--- src/sv/hsu_pkg.sv ---
`default_nettype none
package hsu_pkg;

  localparam int STR_W   = 17;
  localparam int DELTA_W = 18;
  localparam int CNT_W   = 32;
  localparam int RATE_W  = 20;
  localparam int EL_W    = 32;
  localparam int CFG_W   = 20;
  localparam int IN_W    = 72;
  localparam int OUT_W   = 152;

  localparam logic [STR_W-1:0] ONE_Q   = 17'h10000;
  localparam logic [STR_W-1:0] HALF_Q  = 17'h08000;
  localparam logic [STR_W-1:0] TENTH_Q = 17'd6554;

  // rate*elapsed+500 at or above 1000 * 2^21 gives x >= 32.0
  localparam logic [52:0] DEC_Y_MAX = 53'd2097152000;
  // ceil(2^41 / 1000), exact floor division for dividends below 2^31
  localparam logic [31:0] RCP_1000  = 32'd2199023256;
  localparam int          RCP_SH    = 41;

  localparam logic [2:0] ACT_REINFORCE = 3'd0;
  localparam logic [2:0] ACT_WEAKEN    = 3'd1;
  localparam logic [2:0] ACT_DECAY     = 3'd2;
  localparam logic [2:0] ACT_SET       = 3'd3;
  localparam logic [2:0] ACT_PREDICT   = 3'd4;
  localparam logic [2:0] ACT_CLEAR     = 3'd5;

  localparam logic [2:0] REG_LR    = 3'd0;
  localparam logic [2:0] REG_MIN   = 3'd1;
  localparam logic [2:0] REG_MAX   = 3'd2;
  localparam logic [2:0] REG_DECAY = 3'd3;
  localparam logic [2:0] REG_PRUNE = 3'd4;

  typedef enum logic [2:0] {
    K_REINF, K_WEAKEN, K_DECAY, K_SET, K_CLEAR, K_NONE
  } hsu_kind_e;

  typedef enum logic [3:0] {
    OP_NOP, OP_LOAD, OP_MUL_A, OP_MUL_B, OP_APPLY, OP_DIV, OP_POST,
    OP_EXP, OP_DMUL, OP_DFIN, OP_OUT
  } hsu_op_e;

  typedef enum logic [3:0] {
    ST_IDLE, ST_MUL_A, ST_MUL_B, ST_APPLY, ST_DIV, ST_POST,
    ST_EXP, ST_DMUL, ST_DFIN, ST_OUT
  } hsu_state_e;

  typedef struct packed {
    hsu_op_e op;
  } hsu_cmd_t;

  typedef struct packed {
    hsu_kind_e kind;
    logic      div_last;
    logic      div_run;
    logic      exp_last;
    logic      out_free;
  } hsu_sts_t;

  // round(exp(-2^(i-16)) * 2^30)
  function automatic logic [29:0] exp_tab(input logic [4:0] i);
    logic [29:0] v;
    case (i)
      5'd0:    v = 30'd1073725440;
      5'd1:    v = 30'd1073709056;
      5'd2:    v = 30'd1073676290;
      5'd3:    v = 30'd1073610760;
      5'd4:    v = 30'd1073479712;
      5'd5:    v = 30'd1073217664;
      5'd6:    v = 30'd1072693760;
      5'd7:    v = 30'd1071646719;
      5'd8:    v = 30'd1069555701;
      5'd9:    v = 30'd1065385899;
      5'd10:   v = 30'd1057095000;
      5'd11:   v = 30'd1040706261;
      5'd12:   v = 30'd1008687096;
      5'd13:   v = 30'd947573834;
      5'd14:   v = 30'd836230973;
      5'd15:   v = 30'd651257337;
      5'd16:   v = 30'd395007542;
      5'd17:   v = 30'd145315154;
      5'd18:   v = 30'd19666268;
      5'd19:   v = 30'd360200;
      5'd20:   v = 30'd121;
      default: v = 30'd0;
    endcase
    return v;
  endfunction

  function automatic logic [STR_W-1:0] clamp_str(input logic signed [19:0] v,
                                                input logic [STR_W-1:0] lo,
                                                input logic [STR_W-1:0] hi);
    logic signed [19:0] r;
    r = v;
    if (r < $signed({3'b0, lo})) r = $signed({3'b0, lo});
    if (r > $signed({3'b0, hi})) r = $signed({3'b0, hi});
    return r[STR_W-1:0];
  endfunction

  function automatic logic [CNT_W-1:0] sat_inc(input logic [CNT_W-1:0] c);
    return (&c) ? c : c + 1'b1;
  endfunction

endpackage
`default_nettype wire

--- src/sv/hsu_ctrl.sv ---
`default_nettype none
module hsu_ctrl (
  input  logic              clk_i,
  input  logic              rst_ni,
  input  logic              in_valid_i,
  output logic              in_ready_o,
  input  hsu_pkg::hsu_sts_t sts_i,
  output hsu_pkg::hsu_cmd_t cmd_o
);
  import hsu_pkg::*;

  hsu_state_e state_q, state_d;

  always_ff @(posedge clk_i or negedge rst_ni) begin
    if (!rst_ni) begin
      state_q <= ST_IDLE;
    end else begin
      state_q <= state_d;
    end
  end

  always_comb begin
    state_d    = state_q;
    cmd_o.op   = OP_NOP;
    in_ready_o = 1'b0;
    unique case (state_q)
      ST_IDLE: begin
        in_ready_o = 1'b1;
        if (in_valid_i) begin
          cmd_o.op = OP_LOAD;
          state_d  = ST_MUL_A;
        end
      end
      ST_MUL_A: begin
        cmd_o.op = OP_MUL_A;
        state_d  = ST_MUL_B;
      end
      ST_MUL_B: begin
        cmd_o.op = OP_MUL_B;
        state_d  = ST_APPLY;
      end
      ST_APPLY: begin
        cmd_o.op = OP_APPLY;
        if (sts_i.kind == K_REINF || sts_i.kind == K_WEAKEN) begin
          state_d = ST_DIV;
        end else if (sts_i.kind == K_DECAY) begin
          state_d = ST_EXP;
        end else begin
          state_d = ST_OUT;
        end
      end
      ST_DIV: begin
        cmd_o.op = OP_DIV;
        if (sts_i.div_last) state_d = ST_POST;
      end
      ST_POST: begin
        cmd_o.op = OP_POST;
        state_d  = ST_OUT;
      end
      ST_EXP: begin
        cmd_o.op = OP_EXP;
        if (sts_i.exp_last) state_d = ST_DMUL;
      end
      ST_DMUL: begin
        cmd_o.op = OP_DMUL;
        state_d  = ST_DFIN;
      end
      ST_DFIN: begin
        cmd_o.op = OP_DFIN;
        state_d  = ST_OUT;
      end
      ST_OUT: begin
        if (sts_i.out_free) begin
          cmd_o.op = OP_OUT;
          state_d  = ST_IDLE;
        end
      end
      default: state_d = ST_IDLE;
    endcase
  end

endmodule
`default_nettype wire

--- config.mk ---
export PLATFORM = sky130hd
export DESIGN_NAME = hsu_ctrl
export DESIGN_NICKNAME = d
export VERILOG_FILES = /design/src/sv/hsu_pkg.sv /design/src/sv/hsu_ctrl.sv
export SDC_FILE = /design/constraint.sdc
export NUM_CORES = 1
export LEC_CHECK = 0
export BUFFER_PORTS_ARGS = -buffer_cell sky130_fd_sc_hd__clkbuf_2
export CORE_AREA = 2 2 39 41
export CTS_BUF_LIST = sky130_fd_sc_hd__clkbuf_2
export CTS_CLUSTER_SIZE = 40
export DETAILED_ROUTE_END_ITERATION = 8
export DIE_AREA = 0 0 41 43
export PLACE_DENSITY = 0.47
export SYNTH_ARGS = -nofsm -noshare
export SYNTH_HDL_FRONTEND = slang
export SYNTH_SLANG_ARGS = --single-unit
--- constraint.sdc ---
create_clock -name clk_i -period 1.7 [get_ports clk_i]
set_input_delay 0.085 -clock clk_i [delete_from_list [all_inputs] [get_ports clk_i]]
set_output_delay 0.085 -clock clk_i [all_outputs]
set_load 0.01 [all_outputs]
-- Word level (Yosys, flattened, before mapping)
Cells that the tools add are included.
- memory bits (read-only): 0
- memories kept: 0
- bits in latches: 0
- bits in writable memories: 0
- word-level logic and storage cells: 32
- input bits: 10
- flip-flop bits (word level): 4
- multiply operators: 0
- reductions and logical operators: 5
- shift-type cells: 0
- divide/modulo/power cells: 0
- order comparisons: 0
- add/sub/neg operators: 0
- bitwise operators: 0
- equality and inequality tests: 15
- mux-type cells: 11
- operators with widths (kind ; number):
    $pmux 4 s10 ; 1
    $pmux 4 s9 ; 1
    $mux 4 ; 7
    $eq 4x3->1 const B ; 4
    $eq 4x2->1 const B ; 2
    $eq 4x4->1 const B ; 2
    $ne 2x2->1 const B ; 4
    $eq 4x1->1 const B ; 1
    $logic_not 4->1 ; 1
    $reduce_and 4->1 ; 1
    $eq 3x1->1 const B ; 1
    $eq 3x2->1 const B ; 1
    $logic_not 3->1 ; 1
    $mux 1 ; 2
    $reduce_or 2->1 ; 1
    $logic_or 1x1->1 ; 1

-- Longest topological paths before layout
Gate-level depths: netlist (run 1).
- depth in word-level cells: 4
- gate-level depth with buffers: 5
- depth with buffers taken out: 4

-- Worst setup path after synthesis (run 1)
OpenSTA, ideal clock, no wires.
- path kind: register to register
- from: register state_q[2]
- to: register state_q[0]
- path buffers: 1
- period minus slack after synthesis: 1.180 ns
- library setup time: 0.080 ns
- cell stages (with the launch flop): 6
- arrival: 1.100 ns
- slack: 0.520 ns
- cell sequence: dfrtp_1 > buf_6 > or3b_4 > nor2b_1 > nor4_1 > nor3_2
- cells in the longest elaborated chain, start to end: 3
- ends and longest elaborated chain (what ; RTL line ; source):
    start, declared ; hsu_ctrl.sv:12 ; hsu_state_e state_q, state_d;
    start signal, assigned ; hsu_ctrl.sv:18 ; state_q <= state_d;
    $eq 4x4->1, or another cell as far along ; hsu_ctrl.sv:26 ; unique case (state_q)
    $reduce_or 2->1 (no line) / $ne 2x2->1 (equally long branches) ; n/a ;
    $pmux 4 s9 / $reduce_and 4->1 (equally long branches) ; n/a ;
Parallel ways exist; a longest one is shown, timed or not.
A chain may end at the register's enable or synchronous reset.

==> impl_metrics.yaml, run 1 <==
power_and_ir_drop:
  ir_drop_mv: 0.538
  p_comb_share_pct: 57.6
  power_density_nw_per_um2: 1790
  pwr-share-seq_pct: 31.4
  p_clk_share_pct: 11.0
  leakage_nw: 0.214
  p_sw_w: 0.000393
  p_int_w: 0.000421
  switching_share_pct: 48.3
timing:
  setup_violations: 0
  slew_violations: 0
  grt_setup_unrepaired: "no"
  fin_crit_ns: 1.58
  slew_headroom_pct: 71.2
  fmax_ghz: 0.633
  tns_ns: 0
  fin_crit_sh_pct: 92.9
  final_hold_viol_count: 0
  fin_ws_ns: 0.121
  worst_slew_pin_slew_ns: 0.433
  skew_ns: 0.0100
hold_path:
  hold_class: "input port to register"
  min_path_cells: 3
grt:
  grt_pass1_wl_um: 1390
  grt_pass1_vias: 334
  grt_overflow: 0
  grt_max_degree: 15
  antenna_found_initial: 0
  grt_usage_pct: 12.1
routing:
  drc: 0
  drt_iter0_markers: 2
  wl_met2_um: 370
  wire_per_inst_um: 10.2
  num_vias: 385
  routed.top_layer: "met4"
  wirelength_met1_um: 373
  drtPass1Iterations: 3
  drt_wl_total_um: 803
  viasPerCell: 4.87
  met3_length_um: 44
  ant_nets: 0
die:
  initial_utilization_pct: 26.3
  placementRows: 14
  die_x_um: 41
  io_pins: 15
  die_h_um: 43
  core_area_um2: 1380
  dieArea_um2: 1760
clock_tree:
  h-tree-depth: 1
  insertion_delay_ns: 0.21
  cts_tree: "built"
  clkSinkCount: 4
  cts_repair_resize_count: 0
  cts_made_buffers: 3
  clkTransAtPathRegs_ns: 0.05
  root_buffer: "clkbuf_2"
  clock_path_buffers: 2
flow_run:
  drv_cap: 0
layout:
  reg.largest.list: "state_q x4"
  fin_cells: 79
  regArea_um2: 100
  largest_register_ffs: 4
  area_growth_pct: 25.1
  top_register: "state_q"
  multi_input_comb_area_um2: 226
  drive_gt1_share_pct: 30.2
  diodes: 0
  final_nets: 75
  fill_cells: 157
  post-route-util_pct: 32.9
yosys:
  netlist_area_um2: 364
  ys_seq_area_share_pct: 27.5
  syn_inst: 49
  synth_nets: 59
  avgSynthCellArea_um2: 7.43
  yosys_warnings: 0
  ys_ff_latch: 4
  synth_cell_types: 23
critical_path:
  path_cells: "or3b_4, o32ai_1, clkbuf_2"
  worstSetupPathDepth: 3
  endpoint_kind: "primary output"
  worstPathBufferInverterCount: 1
  required_ns: 1.62
  slowest_delay_ns: 0.52
  cpMaxStageDelayCell: "dfrtp_1"
  rr_worst_depth: 4
  cp_max_fo: 13
  worst_setup_path_start_kind: "register"
  critical-path-top-delay-family: "flip-flops"
  worstPathArrival_ns: 1.49
  crit_type: "register to primary output"
run_status:
  status: "completed"
place:
  place_congestion: 0.685
  dp.cells: 75
  detailed_place_hpwl_um: 558
  port-buffer-count: 13
  pre_cts_ws_ns: 0.305
-- per-layer routing --
layer  global-route usage, %  vias up
met5                       0        -
met4                    12.0        0
met3                    1.57        2
met2                    15.3       10
met1                    16.3      171
li1                        -      202
-- power by group through the flow --
stage	sequential (W)	clock [W]	combinational [W]
after global placement	0.000258	0	0.000475
after floorplan	0.000170	0	0.000439
after CTS	0.000252	0.0000936	0.000477
after detailed placement	0.000252	0	0.000473
final	0.000255	0.0000896	0.000469
after global routing	0.000269	0.0000994	0.000540
-- final cells by class --
type                            instances  area share [%]
Timing Repair Buffer                   15            18.1
Inverter                                3            2.47
Tap cell                               16            4.40
Multi-Input combinational cell         38            49.7
Clock buffer                            3            3.30
Sequential cell                         4            22.0
-- synth_stat cells --
cell       instances  area (um2)
a211oi_1           1        7.51
a21o_1             1        7.51
a21oi_1            4        20.0
a2bb2oi_1          1        8.76
a31oi_1            1        6.26
buf_2              3        15.0
buf_6              1        11.3
dfrtp_1            4         100
inv_1              3        11.3
nand2_1            3        11.3
nand2b_1           4        25.0
nor2_1             6        22.5
nor2b_1            2        12.5
nor3_1             3        15.0
nor3_2             1        10.0
nor3b_1            1        7.51
nor4_1             3        18.8
o21a_1             1        7.51
o21ai_1            2        10.0
o31ai_1            1        7.51
o32ai_1            1        8.76
or3b_4             1        11.3
xnor2_1            1        8.76
-- cell families (layout without fill, tap and decap cells) --
group	count (synthesis)	count (layout)	synth area share, %
XOR/XNOR	1	1	2.41
flip-flops	4	4	27.5
buffers and inverters	7	21	10.3
AO/OA/AOI/OAI	13	13	23.0
AND/OR/NAND/NOR	24	24	36.8
-- worst register-to-register path: stages (launching register included) --
cell and delay [ns]:
dfrtp_1 0.53, nor2b_1 0.23, nor2b_1 0.12, nor4_1 0.33, nor3_2 0.07
-- cells in the final DEF (no fill, tap or decap) --
cell type	n
a21o_1	1
o31ai_1	1
nor3_2	1
o32ai_1	1
nor3b_1	1
o21ai_1	2
nand2b_1	4
o21a_1	1
a21oi_1	4
xnor2_1	1
buf_4	1
nand2_1	3
nor2_1	6
dlygate4sd3_1	1
dfrtp_1	4
nor2b_1	2
a211oi_1	1
inv_1	3
nor3_1	3
or3b_4	1
nor4_1	3
a31oi_1	1
clkbuf_2	16
a2bb2oi_1	1
-- timing repair --
action                    4_1_cts  5_1_grt
hold buffers                    1        0
hold endpoints to repair        4        0
setup buffers                   0        0
-- final timing paths --
kind                       slack (ns)         end        from
setup reg to reg                 0.29  state_q[0]  state_q[0]
hold / removal                   0.19  state_q[3]    sts_i[0]
max in group asynchronous        1.36  state_q[0]      rst_ni
hold reg to reg                  0.63  state_q[2]  state_q[3]
setup / recovery                 0.12    cmd_o[3]  state_q[1]
min in group asynchronous        0.20  state_q[2]      rst_ni
-- stage by stage --
| step | hold slack [ns] | total power (W) | cell area [um2] |
|---|---|---|---|
| after floorplan | -0.211 | 0.000610 | 364 |
| after global placement | -0.106 | 0.000732 | 430 |
| after detailed placement | -0.106 | 0.000725 | 430 |
| after CTS | 0.177 | 0.000822 | 455 |
| after global routing | 0.208 | 0.000908 | 455 |
| final | 0.186 | 0.000814 | 455 |
Power figures use the tool's default switching activity.
==> inputs of run 2 (changes only) <==
--- a/config.mk
+++ b/config.mk
@@ -12,6 +12,7 @@
 export DETAILED_ROUTE_END_ITERATION = 8
 export DIE_AREA = 0 0 41 43
 export PLACE_DENSITY = 0.47
+export SETUP_SLACK_MARGIN = 0.3
 export SYNTH_ARGS = -nofsm -noshare
 export SYNTH_HDL_FRONTEND = slang
 export SYNTH_SLANG_ARGS = --single-unit
==> run 2 against run 1 <==
- clock-buffer cell count did not move
- first-iteration DRC count unchanged
- worst hold slack improved by 0.0074 ns
- non-clock buffer count up 5
- maximum frequency grew 14%
- flip-flop and latch count unchanged
- register-to-register slack better by 0.07 ns
- sequential power is 20% lower
==> impl_metrics.yaml, run 2 (synthesized netlist as in run 1, its figures left out) <==
run_status:
  status: "completed"
die:
  initial_utilization_pct: 26.3
  die_x_um: 41
  dieArea_um2: 1760
  placementRows: 14
  die_h_um: 43
  io_pins: 15
  core_area_um2: 1380
timing:
  fin_crit_sh_pct: 81.3
  skew_ns: 0.00787
  fin_ws_ns: 0.319
  fin_crit_ns: 1.38
  setup_violations: 0
  slew_headroom_pct: 79.6
  final_hold_viol_count: 0
  grt_setup_unrepaired: "yes"
  slew_violations: 0
  tns_ns: 0
  worst_slew_pin_slew_ns: 0.303
  fmax_ghz: 0.724
clock_tree:
  insertion_delay_ns: 0.21
  clock_path_buffers: 2
  root_buffer: "clkbuf_2"
  clkTransAtPathRegs_ns: 0.04
  h-tree-depth: 1
  cts_tree: "built"
  clkSinkCount: 4
  cts_made_buffers: 3
layout:
  final_nets: 80
  drive_gt1_share_pct: 47.1
  final_cell_mix: "clkbuf_2, nor2_1, buf_4"
  diodes: 0
  area_growth_pct: 51.2
  fin_cells: 84
  final_common_cell: "clkbuf_2"
  post-route-util_pct: 39.8
  reg.largest.list: "state_q x4"
  fill_cells: 151
  top_register: "state_q"
  largest_register_ffs: 4
place:
  place_congestion: 0.685
  dp.cells: 75
  detailed_place_hpwl_um: 558
  pre_cts_ws_ns: 0.305
  port-buffer-count: 13
flow_run:
  drv_cap: 0
power_and_ir_drop:
  p_sw_w: 0.000440
  p_clk_share_pct: 8.8
  switching_share_pct: 43.7
  pwr-share-seq_pct: 20.1
  totalPowerFinal_w: 0.00101
  ir_drop_mv: 0.577
  leakage_nw: 0.248
  p_comb_share_pct: 71.1
  power_density_nw_per_um2: 1830
  p_int_w: 0.000567
routing:
  drt_iter0_markers: 2
  num_vias: 405
  wire_per_inst_um: 10.5
  drt_wl_total_um: 878
  viasPerCell: 4.82
  drc: 0
  ant_nets: 0
  drtPass1Iterations: 4
critical_path:
  endpoint_kind: "primary output"
  crit_type: "register to primary output"
  cp_max_fo: 2
  slowest_delay_ns: 0.42
  cpMaxStageDelayCell: "dfrtp_2"
  required_ns: 1.62
  worstPathBufferInverterCount: 1
  worst_setup_path_start_kind: "register"
  worstPathArrival_ns: 1.30
  path_cells: "or3b_4, o32ai_2, buf_2"
  critical-path-top-delay-family: "flip-flops"
grt:
  grt_max_degree: 15
  grt_overflow: 0
  grt_usage_pct: 12.4
  grt_pass1_vias: 343
  antenna_found_initial: 0
  grt_pass1_wl_um: 1430
hold_path:
  hold_class: "input port to register"
[run 2: cell type report]
type                       instances  area, um2  area share (%)
clock buffer                       3       15.0            2.73
inverter                           3       15.0            2.73
multi-input combinational         38        251            45.7
sequential                         4        104            18.9
tap                               16       20.0            3.64
timing repair buffer              20        145            26.4
[run 2: routing by layer]
| layer | part of all wire (%) | vias up | GRT usage, % |
|---|---|---|---|
| li1 | - | 213 | - |
| met1 | 46 | 180 | 16.6 |
| met2 | 47 | 10 | 15.9 |
| met3 | 5.0 | 2 | 1.57 |
| met4 | 1.6 | 0 | 12.0 |
| met5 | 0 | - | 0 |
[run 2: final timing paths]
| kind | start | to | slack [ns] | cells past startpoint |
|---|---|---|---|---|
| setup reg to reg | state_q[1] | state_q[0] | 0.36 | 5 |
| hold reg to reg | state_q[3] | state_q[2] | 0.64 | 2 |
| min in group asynchronous | rst_ni | state_q[3] | 0.21 | 2 |
| hold / removal | sts_i[4] | state_q[1] | 0.19 | 4 |
| setup / recovery | state_q[1] | cmd_o[3] | 0.32 | 3 |
| max in group asynchronous | rst_ni | state_q[0] | 1.35 | 2 |
[run 2: worst reg2reg max path: stages (launching register included)]
cell     delay (ns)
dfrtp_2        0.42
or3b_4         0.41
buf_4          0.14
nor2b_1        0.10
nor4_1         0.07
nor3_2         0.12
[run 2: timing repair]
action	in CTS	in global routing
setup buffers	3	2
hold buffers	1	0
pin swaps	1	2
cloned	0	0
setup endpoints to repair	2	5
endpoints found under the hold margin	4	0
resized for setup	4	7
[run 2: stage by stage]
step | area, um2 | hold WS, ns
floorplan | 364 | -0.211
global placement | 430 | -0.106
detailed placement | 430 | -0.106
CTS | 514 | 0.177
global route | 551 | 0.208
finish | 551 | 0.193
[run 2: power by group through the flow]
stage,clock network (W),logic (W),registers (W)
global route,0.0000994,0.000798,0.000211
CTS,0.0000936,0.000635,0.000217
floorplan,0,0.000439,0.000170
detailed placement,0,0.000473,0.000252
finish,0.0000884,0.000716,0.000203
global placement,0,0.000475,0.000258
